$ cat src/rtl/ssms_pkg.sv
package ssms_pkg;

    localparam int unsigned SPEED_W = 8;
    localparam int unsigned CFG_W   = 8;
    localparam int unsigned CFG_IDX_W = 2;

    localparam logic [CFG_W-1:0] SLEW_RESET    = 8'd15;
    localparam logic [CFG_W-1:0] FLOOR_RESET   = 8'd60;
    localparam logic [CFG_W-1:0] CEILING_RESET = 8'd255;

    typedef enum logic [CFG_IDX_W-1:0] {
        REG_SLEW_RATE     = 2'd0,
        REG_SPEED_FLOOR   = 2'd1,
        REG_SPEED_CEILING = 2'd2
    } t_cfg_reg;

    typedef enum logic [1:0] {
        MODE_COMMAND = 2'd0,
        MODE_SPEED   = 2'd1,
        MODE_TICK    = 2'd2
    } t_mode;

    typedef enum logic [2:0] {
        CMD_STOP        = 3'd0,
        CMD_FORWARD     = 3'd1,
        CMD_BACKWARD    = 3'd2,
        CMD_TURN_LEFT   = 3'd3,
        CMD_TURN_RIGHT  = 3'd4,
        CMD_SPIN_LEFT   = 3'd5,
        CMD_SPIN_RIGHT  = 3'd6,
        CMD_INVALID     = 3'd7
    } t_cmd;

    typedef enum logic [1:0] {
        DIR_BRAKE    = 2'd0,
        DIR_FORWARD  = 2'd1,
        DIR_BACKWARD = 2'd2
    } t_dir;

    typedef enum logic [1:0] {
        RUN_IDLE   = 2'b01,
        RUN_MOVING = 2'b10
    } t_run;

    typedef enum logic {
        STATUS_OK       = 1'b0,
        STATUS_REJECTED = 1'b1
    } t_status;

    typedef struct packed {
        t_dir               left_dir;
        t_dir               right_dir;
        logic [SPEED_W-1:0] left_pwm;
        logic [SPEED_W-1:0] right_pwm;
        logic               moving;
        t_status            status;
    } t_result;

    function automatic logic [SPEED_W-1:0] limit_speed(
        input logic [SPEED_W-1:0] s,
        input logic [SPEED_W-1:0] floor_v,
        input logic [SPEED_W-1:0] ceiling_v
    );
        logic [SPEED_W-1:0] r;
        if (s < floor_v) begin
            r = floor_v;
        end else if (s > ceiling_v) begin
            r = ceiling_v;
        end else begin
            r = s;
        end
        return r;
    endfunction

endpackage

$ cat src/rtl/ssms_in_if.sv
interface ssms_in_if;
    logic       valid;
    logic       ready;
    logic [1:0] mode;
    logic [2:0] command;
    logic [7:0] speed;

    modport source (output valid, output mode, output command, output speed, input ready);
    modport sink   (input valid, input mode, input command, input speed, output ready);
endinterface

$ cat src/rtl/ssms_out_if.sv
interface ssms_out_if;
    logic       valid;
    logic       ready;
    logic [1:0] left_direction;
    logic [1:0] right_direction;
    logic [7:0] left_pwm;
    logic [7:0] right_pwm;
    logic       moving;
    logic       status;

    modport source (
        output valid, output left_direction, output right_direction,
        output left_pwm, output right_pwm, output moving, output status,
        input ready
    );
    modport sink (
        input valid, input left_direction, input right_direction,
        input left_pwm, input right_pwm, input moving, input status,
        output ready
    );
endinterface

$ cat src/rtl/ssms_core.sv
module ssms_core
    import ssms_pkg::*;
#(
    parameter int unsigned START_SPEED = 60
) (
    input  logic                 i_clk,
    input  logic                 i_rst_n,
    input  logic                 i_cfg_we,
    input  logic [CFG_IDX_W-1:0] i_cfg_idx,
    input  logic [CFG_W-1:0]     i_cfg_data,
    input  logic                 i_accept,
    input  logic [1:0]           i_mode,
    input  logic [2:0]           i_command,
    input  logic [SPEED_W-1:0]   i_speed,
    output t_result              o_result
);

    localparam logic [SPEED_W-1:0] INIT_TARGET =
        limit_speed(SPEED_W'(START_SPEED), FLOOR_RESET, CEILING_RESET);

    logic [CFG_W-1:0]   r_slew;
    logic [CFG_W-1:0]   r_floor;
    logic [CFG_W-1:0]   r_ceiling;

    logic [SPEED_W-1:0] r_target, n_target;
    logic [SPEED_W-1:0] r_goal, n_goal;
    logic [SPEED_W-1:0] r_level, n_level;
    t_cmd               r_active, n_active;
    t_run               r_run, n_run;
    t_dir               r_left_dir, n_left_dir;
    t_dir               r_right_dir, n_right_dir;
    logic [SPEED_W-1:0] r_left_pwm, n_left_pwm;
    logic [SPEED_W-1:0] r_right_pwm, n_right_pwm;

    t_status            status;
    logic               drive;
    logic [SPEED_W-1:0] diff_up;
    logic [SPEED_W-1:0] diff_dn;
    logic [SPEED_W-1:0] ramp_next;
    t_cmd               cmd;

    always_ff @(posedge i_clk) begin
        if (!i_rst_n) begin
            r_slew    <= SLEW_RESET;
            r_floor   <= FLOOR_RESET;
            r_ceiling <= CEILING_RESET;
        end else if (i_cfg_we) begin
            case (t_cfg_reg'(i_cfg_idx))
                REG_SLEW_RATE:     r_slew    <= i_cfg_data;
                REG_SPEED_FLOOR:   r_floor   <= i_cfg_data;
                REG_SPEED_CEILING: r_ceiling <= i_cfg_data;
                default: ;
            endcase
        end
    end

    // slew-limited step of the ramp toward its goal
    always_comb begin
        diff_up = r_goal - r_level;
        diff_dn = r_level - r_goal;
        if (r_level < r_goal) begin
            ramp_next = r_level + ((diff_up < r_slew) ? diff_up : r_slew);
        end else if (r_level > r_goal) begin
            ramp_next = r_level - ((diff_dn < r_slew) ? diff_dn : r_slew);
        end else begin
            ramp_next = r_level;
        end
    end

    always_comb begin
        cmd         = t_cmd'(i_command);
        n_target    = r_target;
        n_goal      = r_goal;
        n_level     = r_level;
        n_active    = r_active;
        n_run       = r_run;
        n_left_dir  = r_left_dir;
        n_right_dir = r_right_dir;
        n_left_pwm  = r_left_pwm;
        n_right_pwm = r_right_pwm;
        status      = STATUS_OK;
        drive       = 1'b0;

        case (t_mode'(i_mode))
            MODE_COMMAND: begin
                case (cmd)
                    CMD_STOP: begin
                        n_left_dir  = DIR_BRAKE;
                        n_right_dir = DIR_BRAKE;
                        n_left_pwm  = '0;
                        n_right_pwm = '0;
                        n_goal      = '0;
                        n_level     = '0;
                        n_active    = CMD_STOP;
                        n_run       = RUN_IDLE;
                    end
                    CMD_INVALID: begin
                        n_active = cmd;
                        status   = STATUS_REJECTED;
                    end
                    default: begin
                        n_active = cmd;
                        n_goal   = r_target;
                        n_run    = RUN_MOVING;
                        drive    = 1'b1;
                        case (cmd)
                            CMD_FORWARD: begin
                                n_left_dir  = DIR_FORWARD;
                                n_right_dir = DIR_FORWARD;
                            end
                            CMD_BACKWARD: begin
                                n_left_dir  = DIR_BACKWARD;
                                n_right_dir = DIR_BACKWARD;
                            end
                            CMD_TURN_LEFT: begin
                                n_left_dir  = DIR_BRAKE;
                                n_right_dir = DIR_FORWARD;
                            end
                            CMD_TURN_RIGHT: begin
                                n_left_dir  = DIR_FORWARD;
                                n_right_dir = DIR_BRAKE;
                            end
                            CMD_SPIN_LEFT: begin
                                n_left_dir  = DIR_BACKWARD;
                                n_right_dir = DIR_FORWARD;
                            end
                            default: begin
                                n_left_dir  = DIR_FORWARD;
                                n_right_dir = DIR_BACKWARD;
                            end
                        endcase
                    end
                endcase
            end
            MODE_SPEED: begin
                n_target = limit_speed(i_speed, r_floor, r_ceiling);
                if (r_run == RUN_MOVING && r_active != CMD_STOP) begin
                    n_goal = n_target;
                end
            end
            MODE_TICK: begin
                if (r_run == RUN_MOVING) begin
                    n_level = ramp_next;
                    drive   = 1'b1;
                end
            end
            default: ;
        endcase

        // track duty from the command in force and the ramped level
        if (drive) begin
            case (n_active)
                CMD_FORWARD, CMD_BACKWARD, CMD_SPIN_LEFT, CMD_SPIN_RIGHT: begin
                    n_left_pwm  = n_level;
                    n_right_pwm = n_level;
                end
                CMD_TURN_LEFT: begin
                    n_left_pwm  = '0;
                    n_right_pwm = n_level;
                end
                CMD_TURN_RIGHT: begin
                    n_left_pwm  = n_level;
                    n_right_pwm = '0;
                end
                default: begin
                    n_left_pwm  = '0;
                    n_right_pwm = '0;
                end
            endcase
        end
    end

    always_ff @(posedge i_clk) begin
        if (!i_rst_n) begin
            r_target    <= INIT_TARGET;
            r_goal      <= '0;
            r_level     <= '0;
            r_active    <= CMD_STOP;
            r_run       <= RUN_IDLE;
            r_left_dir  <= DIR_BRAKE;
            r_right_dir <= DIR_BRAKE;
            r_left_pwm  <= '0;
            r_right_pwm <= '0;
        end else if (i_accept) begin
            r_target    <= n_target;
            r_goal      <= n_goal;
            r_level     <= n_level;
            r_active    <= n_active;
            r_run       <= n_run;
            r_left_dir  <= n_left_dir;
            r_right_dir <= n_right_dir;
            r_left_pwm  <= n_left_pwm;
            r_right_pwm <= n_right_pwm;
        end
    end

    always_comb begin
        o_result.left_dir  = n_left_dir;
        o_result.right_dir = n_right_dir;
        o_result.left_pwm  = n_left_pwm;
        o_result.right_pwm = n_right_pwm;
        o_result.moving    = (n_run == RUN_MOVING);
        o_result.status    = status;
    end

endmodule

$ cat src/rtl/ssms_outbuf.sv
module ssms_outbuf
    import ssms_pkg::*;
(
    input  logic    i_clk,
    input  logic    i_rst_n,
    input  logic    i_valid,
    input  t_result i_result,
    output logic    o_ready,
    output logic    o_valid,
    output t_result o_result,
    input  logic    i_ready
);

    logic    r_out_valid;
    t_result r_out;
    logic    r_skid_valid;
    t_result r_skid;

    assign o_ready  = !r_skid_valid;
    assign o_valid  = r_out_valid;
    assign o_result = r_out;

    always_ff @(posedge i_clk) begin
        if (!i_rst_n) begin
            r_out_valid  <= 1'b0;
            r_skid_valid <= 1'b0;
        end else if (!r_out_valid || i_ready) begin
            if (r_skid_valid) begin
                r_out_valid  <= 1'b1;
                r_skid_valid <= 1'b0;
            end else begin
                r_out_valid <= i_valid;
            end
        end else if (i_valid) begin
            r_skid_valid <= 1'b1;
        end
    end

    // payload registers
    always_ff @(posedge i_clk) begin
        if (!r_out_valid || i_ready) begin
            r_out <= r_skid_valid ? r_skid : i_result;
        end else if (i_valid && !r_skid_valid) begin
            r_skid <= i_result;
        end
    end

endmodule

$ cat src/rtl/skid_steer_motion_sequencer_top.sv
// channel   dir  transfer             payload
// i_in      in   valid & ready        mode, command, speed
// o_out     out  valid & ready        left/right direction, left/right pwm, moving, status
// i_cfg_*   in   i_cfg_we             i_cfg_idx selects slew, floor, ceiling; i_cfg_data
//
// one item per cycle while i_in.ready is high; its result is registered in the output stage
// state updates in one pass of compare, subtract and add logic in ssms_core
// a two-entry output stage keeps i_in.ready high while one result waits unclaimed
// i_in.ready drops only when both output entries are full
// reset is synchronous and active low; it restores the registers and brakes both tracks
module skid_steer_motion_sequencer_top
    import ssms_pkg::*;
#(
    parameter int unsigned START_SPEED = 60
) (
    input  logic                 i_clk,
    input  logic                 i_rst_n,
    input  logic                 i_cfg_we,
    input  logic [CFG_IDX_W-1:0] i_cfg_idx,
    input  logic [CFG_W-1:0]     i_cfg_data,
    ssms_in_if.sink              i_in,
    ssms_out_if.source           o_out
);

    logic    accept;
    logic    buf_ready;
    t_result core_result;
    t_result out_result;

    assign i_in.ready = buf_ready;
    assign accept     = i_in.valid && buf_ready;

    ssms_core #(
        .START_SPEED (START_SPEED)
    ) u_core (
        .i_clk      (i_clk),
        .i_rst_n    (i_rst_n),
        .i_cfg_we   (i_cfg_we),
        .i_cfg_idx  (i_cfg_idx),
        .i_cfg_data (i_cfg_data),
        .i_accept   (accept),
        .i_mode     (i_in.mode),
        .i_command  (i_in.command),
        .i_speed    (i_in.speed),
        .o_result   (core_result)
    );

    ssms_outbuf u_outbuf (
        .i_clk    (i_clk),
        .i_rst_n  (i_rst_n),
        .i_valid  (accept),
        .i_result (core_result),
        .o_ready  (buf_ready),
        .o_valid  (o_out.valid),
        .o_result (out_result),
        .i_ready  (o_out.ready)
    );

    assign o_out.left_direction  = out_result.left_dir;
    assign o_out.right_direction = out_result.right_dir;
    assign o_out.left_pwm        = out_result.left_pwm;
    assign o_out.right_pwm       = out_result.right_pwm;
    assign o_out.moving          = out_result.moving;
    assign o_out.status          = out_result.status;

`ifndef SYNTHESIS
    a_result_follows: assert property (@(posedge i_clk) disable iff (!i_rst_n)
        (i_in.valid && i_in.ready) |=> o_out.valid)
        else $error("no result after input transfer");

    a_stall_only_when_full: assert property (@(posedge i_clk) disable iff (!i_rst_n)
        !i_in.ready |-> o_out.valid)
        else $error("input stalled with empty output");

    a_idle_is_stopped: assert property (@(posedge i_clk) disable iff (!i_rst_n)
        (o_out.valid && !o_out.moving) |->
            (o_out.left_pwm == '0 && o_out.right_pwm == '0
             && o_out.left_direction == DIR_BRAKE && o_out.right_direction == DIR_BRAKE))
        else $error("idle result drives a track");
`endif

endmodule

$ cat src/flat_wrapper.sv
// flat-port wrapper written by rule: the top's interface ports become plain ports
module skid_steer_motion_sequencer_top_flat import ssms_pkg::*;
#(
    parameter int unsigned START_SPEED = 60
)
  (i_clk, i_rst_n, i_cfg_we, i_cfg_idx, i_cfg_data, i_in_valid, i_in_mode, i_in_command, i_in_speed, i_in_ready, o_out_valid, o_out_left_direction, o_out_right_direction, o_out_left_pwm, o_out_right_pwm, o_out_moving, o_out_status, o_out_ready);
  ssms_in_if i_in_i ();
  ssms_out_if o_out_i ();
  input  logic i_clk;
  input  logic i_rst_n;
  input  logic i_cfg_we;
  input  logic [CFG_IDX_W-1:0] i_cfg_idx;
  input  logic [CFG_W-1:0] i_cfg_data;
  input wire logic [$bits(i_in_i.valid)-1:0] i_in_valid;
  input wire logic [$bits(i_in_i.mode)-1:0] i_in_mode;
  input wire logic [$bits(i_in_i.command)-1:0] i_in_command;
  input wire logic [$bits(i_in_i.speed)-1:0] i_in_speed;
  output wire logic [$bits(i_in_i.ready)-1:0] i_in_ready;
  output wire logic [$bits(o_out_i.valid)-1:0] o_out_valid;
  output wire logic [$bits(o_out_i.left_direction)-1:0] o_out_left_direction;
  output wire logic [$bits(o_out_i.right_direction)-1:0] o_out_right_direction;
  output wire logic [$bits(o_out_i.left_pwm)-1:0] o_out_left_pwm;
  output wire logic [$bits(o_out_i.right_pwm)-1:0] o_out_right_pwm;
  output wire logic [$bits(o_out_i.moving)-1:0] o_out_moving;
  output wire logic [$bits(o_out_i.status)-1:0] o_out_status;
  input wire logic [$bits(o_out_i.ready)-1:0] o_out_ready;
  assign i_in_i.valid = i_in_valid;
  assign i_in_i.mode = i_in_mode;
  assign i_in_i.command = i_in_command;
  assign i_in_i.speed = i_in_speed;
  assign i_in_ready = i_in_i.ready;
  assign o_out_valid = o_out_i.valid;
  assign o_out_left_direction = o_out_i.left_direction;
  assign o_out_right_direction = o_out_i.right_direction;
  assign o_out_left_pwm = o_out_i.left_pwm;
  assign o_out_right_pwm = o_out_i.right_pwm;
  assign o_out_moving = o_out_i.moving;
  assign o_out_status = o_out_i.status;
  assign o_out_i.ready = o_out_ready;
  skid_steer_motion_sequencer_top #(.START_SPEED(START_SPEED)) u_core (.i_clk(i_clk), .i_rst_n(i_rst_n), .i_cfg_we(i_cfg_we), .i_cfg_idx(i_cfg_idx), .i_cfg_data(i_cfg_data), .i_in(i_in_i), .o_out(o_out_i));
endmodule
$ cat config.mk
export PLATFORM = sky130hd
export DESIGN_NAME = skid_steer_motion_sequencer_top_flat
export DESIGN_NICKNAME = d
export VERILOG_FILES = /design/src/rtl/ssms_pkg.sv /design/src/rtl/ssms_in_if.sv /design/src/rtl/ssms_out_if.sv /design/src/rtl/ssms_core.sv /design/src/rtl/ssms_outbuf.sv /design/src/rtl/skid_steer_motion_sequencer_top.sv /design/src/flat_wrapper.sv
export SDC_FILE = /design/constraint.sdc
export NUM_CORES = 1
export LEC_CHECK = 0
export BUFFER_PORTS_ARGS = -buffer_cell sky130_fd_sc_hd__buf_2
export CORE_ASPECT_RATIO = 2
export CORE_UTILIZATION = 45
export CTS_CLUSTER_DIAMETER = 50
export DETAILED_ROUTE_END_ITERATION = 7
export PLACE_DENSITY = 0.62
export SLEW_MARGIN = 20
export SYNTH_ARGS = -nofsm -noshare
export SYNTH_HDL_FRONTEND = slang
export SYNTH_SLANG_ARGS = --single-unit
$ cat constraint.sdc
create_clock -name i_clk -period 16.3 [get_ports i_clk]
set_input_delay 0.815 -clock i_clk [delete_from_list [all_inputs] [get_ports i_clk]]
set_output_delay 0.815 -clock i_clk [all_outputs]
set_load 0.01 [all_outputs]
[Word-level counts from Yosys, hierarchy flattened]
Index checks and enable logic that the tools add are counted.
Storage, ports and cells
  register bits after elaboration: 119
  bits of input ports: 28
  output and inout bits: 24
  word-level logic and storage cells: 118
Operators by class
  add/subtract/negate cells: 4
  magnitude comparators: 6
  equal/unequal tests: 20
  multiplexer cells: 37
  bitwise gates (word level): 2
  reduce and logical (&&, ||, !) cells: 23
Operators by type and width (number)
  two-way mux 8 bit: 17
  case mux 8 bit (2 select lines): 3
  less-than comparator 8 bit: 4
  subtractor 8 bit: 3
  two-way mux 22 bit: 1
  case mux 2 bit (2 select lines): 5
  equality test 3 bit, second input constant: 6
  > comparator 8 bit: 2
  equality test 3 x 2 -> 1 bit, second input constant: 4
  AND reduction 2 bit: 5
  OR reduction 5 bit: 2
  adder 8 bit: 1
  equality test 2 bit, second input constant: 4
  equality test 3 x 1 -> 1 bit, second input constant: 2
  two-way mux 2 bit: 3
  two-way mux 3 bit: 2
  OR reduction 2 bit: 3
  two-way mux 1 bit: 5
  equality test 2 x 1 -> 1 bit, second input constant: 2
  logical NOT 2 bit: 2
  inequality test 2 bit, second input constant: 2
  AND reduction 4 bit: 1
  logical AND 1 bit: 3
  logical NOT 3 bit: 1
  7 further kinds: 9

[Logic depth before layout (Yosys ltp)]
  depth in word-level cells: 11
  mapped depth: 27
  gate-level depth less buffers: 26

[By module]
A second synthesis with hierarchy kept.
Second synthesis, totals
  cells, all modules: 779
  area total of the unflattened synthesis: 7623.6 um2
By module, submodules not included
  ssms_core: times used 1, cells an instance 701, area each 5854.4 um2
  ssms_outbuf: times used 1, cells an instance 77, area each 1762.9 um2
  skid_steer_motion_sequencer_top: times used 1, cells an instance 1, area each 6.3 um2

[Worst setup path after synthesis]
Ideal clock, no wire load.
  kind: register to register
  from: register u_core.u_core.r_level[0]
  to: register u_core.u_outbuf.r_out (netlist bit u_core.u_outbuf.o_result[16]), data pin
  data arrival time: 5.162 ns
  required time: 16.039 ns
  slack: 10.878 ns
  stages on the path, launching flop included: 25
  buffers on the path: 0
  period minus slack after synthesis: 5.422 ns
  cells stage by stage: dfxtp_1 -> inv_1 -> ha_1 -> inv_1 -> fa_1 -> a21o_1 -> a21o_1 -> a21o_2 -> a21oi_1 -> xnor2_1 -> ha_1 -> a2111o_1 -> a31oi_1 -> o21ai_0 -> nand2_1 -> mux2_2 -> fa_1 -> nor2b_1 -> o21ai_0 -> a21boi_0 -> o21a_1 -> o21a_1 -> nor3_1 -> a221o_2 -> a221o_1
On the way
  longest elaborated chain between the ends: 11
RTL lines
  start, declared: line ssms_core.sv:27  | logic [SPEED_W-1:0] r_level, n_level;
  start signal, assigned: line ssms_core.sv:187  | r_level <= n_level;
  subtractor 8 bit: line ssms_core.sv:60  | diff_dn = r_level - r_goal;
  less-than comparator 8 bit: line ssms_core.sv:64  | ramp_next = r_level - ((diff_dn < r_slew) ? diff_dn : r_slew);
  two-way mux 8 bit: line ssms_core.sv:64
  subtractor 8 bit: line ssms_core.sv:64
  two-way mux 8 bit: line ssms_core.sv:63  | end else if (r_level > r_goal) begin
  two-way mux 8 bit *: line ssms_core.sv:61  | if (r_level < r_goal) begin
  two-way mux 8 bit *: line ssms_core.sv:142  | if (r_run == RUN_MOVING) begin
  case mux 8 bit (2 select lines) *: line ssms_core.sv:84  | case (t_mode'(i_mode))
  two-way mux 8 bit *: line ssms_core.sv:152  | case (n_active)
  two-way mux 8 bit *: line ssms_core.sv:151  | if (drive) begin
  two-way mux 22 bit *: line ssms_outbuf.sv:42  | r_out <= r_skid_valid ? r_skid : i_result;
  end signal, assigned: line ssms_outbuf.sv:42
  end, declared: line ssms_outbuf.sv:15  | t_result r_out;
Every way passes the cells marked *; elsewhere a longest branch is shown, timed or not.
A chain may end at the register's enable or synchronous reset.

==> impl_metrics.csv <==
group,metric,value,unit
logic_synthesis,async_flop_share,0,%
worst_setup_path,r2r_end,"u_core.u_outbuf.o_result[7]",
logic_synthesis,ys_ff_latch,119,
logic_synthesis,synth_area,7697,um2
worst_setup_path,startpoint,"u_core.u_core.r_goal[0]",
cts,clk_latency,0.43,ns
cts,cts_buffer_depth,2,
logic_synthesis,yosys-top-cells-count,"nand2_1 (103), dfxtp_1 (75), ha_1 (61)",
cts,htreeDepth,4,
sta,skew,0.008613,ns
sta,maxSlewHeadroom,25.29,%
finish,drive_gt1_share,15.35,%
cts,post-cts-setup-buffers,0,
worst_setup_path,worstSetupPathType,"reg2reg",
min_path,min_from,"u_core.u_core.r_run[0]",
sta,period_minus_slack,6.289,ns
floorplan,dieArea,17660,um2
sta,fmax,0.1590,GHz
power_and_ir_drop,power_density,116.2,nW/um2
floorplan,ios,52,
routing,vias,6579,
logic_synthesis,ys.flop_type,"dfxtp_1",
place,place.gp.congestion,1.004,
worst_setup_path,critPathCapture,"u_core.u_outbuf.o_result[7]",
sta,hold_viol_final,0,
logic_synthesis,synth_top_family_by_area,"compound AO/OA/AOI/OAI gates",
cts,cts_tree,"built",
sta,finalCritPeriodShare,38.58,%
worst_setup_path,crit_arrival,6.47,ns
logic_synthesis,synth_compound_area_share,23.49,%
cts,clock-sinks,119,
power_and_ir_drop,ir_drop,0.07662,mV
routing,drtPass1Iterations,5,
logic_synthesis,synth_area_leader_cell,"dfxtp_1",
logic_synthesis,synthMuxAreaShare,4.519,%
logic_synthesis,synth_top_area_share,19.51,%
logic_synthesis,synth_cell_types,65,
routing,routed_wl,22050,um
floorplan,core,16770,um2
routing,detail-route-antenna-nets,0,
logic_synthesis,synth-edff-count,44,
place,post-place-cells,1087,
floorplan,start_util,45.91,%
global_route,grt_antenna_before_repair,0,
logic_synthesis,synth.avg_cell_area,8.909,um2
routing,drt_first_iter_violations,244,
cts,path_clk_slew,0.06,ns
finish,stdcell_count,1119,
logic_synthesis,synth_most_common_cell,"nand2_1",
finish,fin_nets,992,
global_route,grt_pass1_wl,34980,um
cts,cts_hold_buf,0,
logic_synthesis,synth.area.top_cells,"dfxtp_1 (20%), edfxtp_1 (17%), ha_1 (9.9%), nand2_1 (5.0%), o211ai_1 (4.1%)",
worst_setup_path,reg2reg_depth,24,
logic_synthesis,syn-num-nets,957,
floorplan,die_h,187.0,um
worst_setup_path,start_kind,"register",
sta,worst-slew-pin-transition,1.109,ns
logic_synthesis,synth_simple_gate_area_share,17.00,%
worst_setup_path,crit_fanout,8,
sta,setup_tns,0,ns
place,portBuffers,51,
global_route,grt_overflow,0,
worst_setup_path,regToRegSetupSlack,10.01,ns
logic_synthesis,synth_fa_ha_area_share,10.96,%
worst_setup_path,r2r-start,"u_core.u_core.r_goal[0]",
worst_setup_path,cp.required,16.48,ns
routing,viasPerCell,5.879,
floorplan,rows,67,
logic_synthesis,ys_seq_area_share,36.67,%
global_route,grt_use_total,26.35,%
worst_setup_path,end_kind,"register",
place,dp_hpwl,16810,um
sta,slew_viol_final,0,
finish,area_growth,13.38,%
min_path,hp-class,"reg2reg",
cts,cts-buffers-inserted,17,
cts,cts_resized,0,
sta,finalSetupViolCount,0,
logic_synthesis,synthCells,864,
routing,drc,0,
cts,clockRootBuffer,"clkbuf_16",
run,cap_violations,0,
sta,rsz0062_at_grt,"false",
global_route,grt_max_degree,68,
run_status,outcome,"finished, final reports clean",
power_and_ir_drop,leakage,3.734,nW
logic_synthesis,synth-xor-area-share,1.934,%
routing,wl_per_cell,19.71,um
logic_synthesis,yosysWarnings,0,
floorplan,fp.dieW,94.48,um
global_route,grt_pass1_vias,6726,
finish,diodes,0,
[metal layers]
layer | GRT usage (%) | vias up | share of wire (%)
met3 | 4.472 | 78 | 3.2
li1 | - | 3210 | -
met1 | 24.35 | 3112 | 35
met5 | 0 | - | 0
met2 | 49.44 | 179 | 55
met4 | 19.11 | 0 | 7.1
[layout make-up]
class,instances,area (um2)
clock buffers,20,456.7
clock inverters,12,150.1
fillers,1598,8039
inverters,59,221.5
multi-input cells,639,4472
flip-flops and latches,119,2823
well taps,207,259.0
repair buffers,63,345.3
[how the worst min path moves through the flow]
stage,endpoint,cells after the start
final,u_core.u_core.r_run[0],1
after global routing,u_core.u_core.r_run[0],1
after CTS,u_core.u_core.r_run[0],1
after detailed placement,u_core.u_core.r_run[0],1
after global placement,u_core.u_core.r_run[0],1
after floorplan,u_core.u_core.r_run[0],1
[sequential cells by signal, summed over array words and instances (netlist names)]
name                          count
u_core.u_core.r_slew              8
u_core.u_outbuf.r_skid_valid      1
u_core.u_core.r_right_pwm         8
u_core.u_outbuf.r_skid           22
u_core.u_outbuf.o_valid           1
u_core.u_core.r_left_pwm          8
u_core.u_core.r_target            8
u_core.u_outbuf.o_result         22
u_core.u_core.r_active            3
u_core.u_core.r_left_dir          2
u_core.u_core.r_level             8
u_core.u_core.r_right_dir         2
u_core.u_core.r_run               2
u_core.u_core.r_ceiling           8
u_core.u_core.r_floor             8
u_core.u_core.r_goal              8
[cell families (layout without fill, tap and decap cells)]
group           after synthesis  after routing
simple gates                273            273
compound gates              252            252
flops                       119            119
buf+inv                     106            154
fa+ha+maj                    65             65
mux                          32             32
xor+xnor                     17             17
[cell usage in the layout, fill, tap and decap left out, types with 6 or more instances in the layout]
master,n
a21boi_0,17
a21o_1,12
a21oi_1,32
a22o_1,13
a31oi_1,10
and2_1,10
and3_1,15
buf_2,51
buf_4,12
clkbuf_16,17
dfxtp_1,75
edfxtp_1,44
ha_1,61
inv_1,59
mux2_2,22
mux2i_1,10
nand2_1,103
nand2b_1,8
nand3_1,22
nor2_1,50
nor2b_1,17
nor3_1,14
nor3b_1,7
o2111ai_1,19
o211ai_1,42
o21a_1,21
o21ai_0,37
or2_2,6
xnor2_1,12
[worst max-delay path, stage by stage, from the launching register on]
cell and delay [ns]:
dfxtp_1 0.47, ha_1 0.22, inv_1 0.07, fa_1 0.45
a21o_1 0.21, a21o_1 0.26, a21o_2 0.23, a21oi_1 0.16
xnor2_1 0.12, ha_1 0.24, a2111o_1 0.33, a31oi_1 0.15
o21ai_0 0.15, nand2_1 0.37, mux2_2 0.42, inv_1 0.07
ha_1 0.21, nor2b_1 0.16, o2111ai_1 0.45, nand3b_1 0.16
xnor2_1 0.17, o211ai_1 0.09, a32o_1 0.37, a22o_1 0.24
mux2_2 0.26
[power by group]
group	internal [mW]	switching (mW)	leakage (nW)
combinational	0.117	0.174	2.37
clock	0.248	0.143	0.294
sequential	0.323	0.00918	1.07
[stage by stage]
stage,worst slack (ns),util (%),cell area (um2),hold slack [ns],total power [mW]
after CTS,10.08,52.03,8723,0.4516,1.017
final,10.01,52.05,8727,0.4493,1.014
after floorplan,10.88,-,7697,0.4172,0.5514
after global placement,10.08,48.39,8113,0.4322,0.6248
after detailed placement,10.08,48.41,8117,0.4390,0.6247
after global routing,9.747,52.05,8727,0.4833,1.061
No activity file was read; power rests on OpenSTA's default activity.
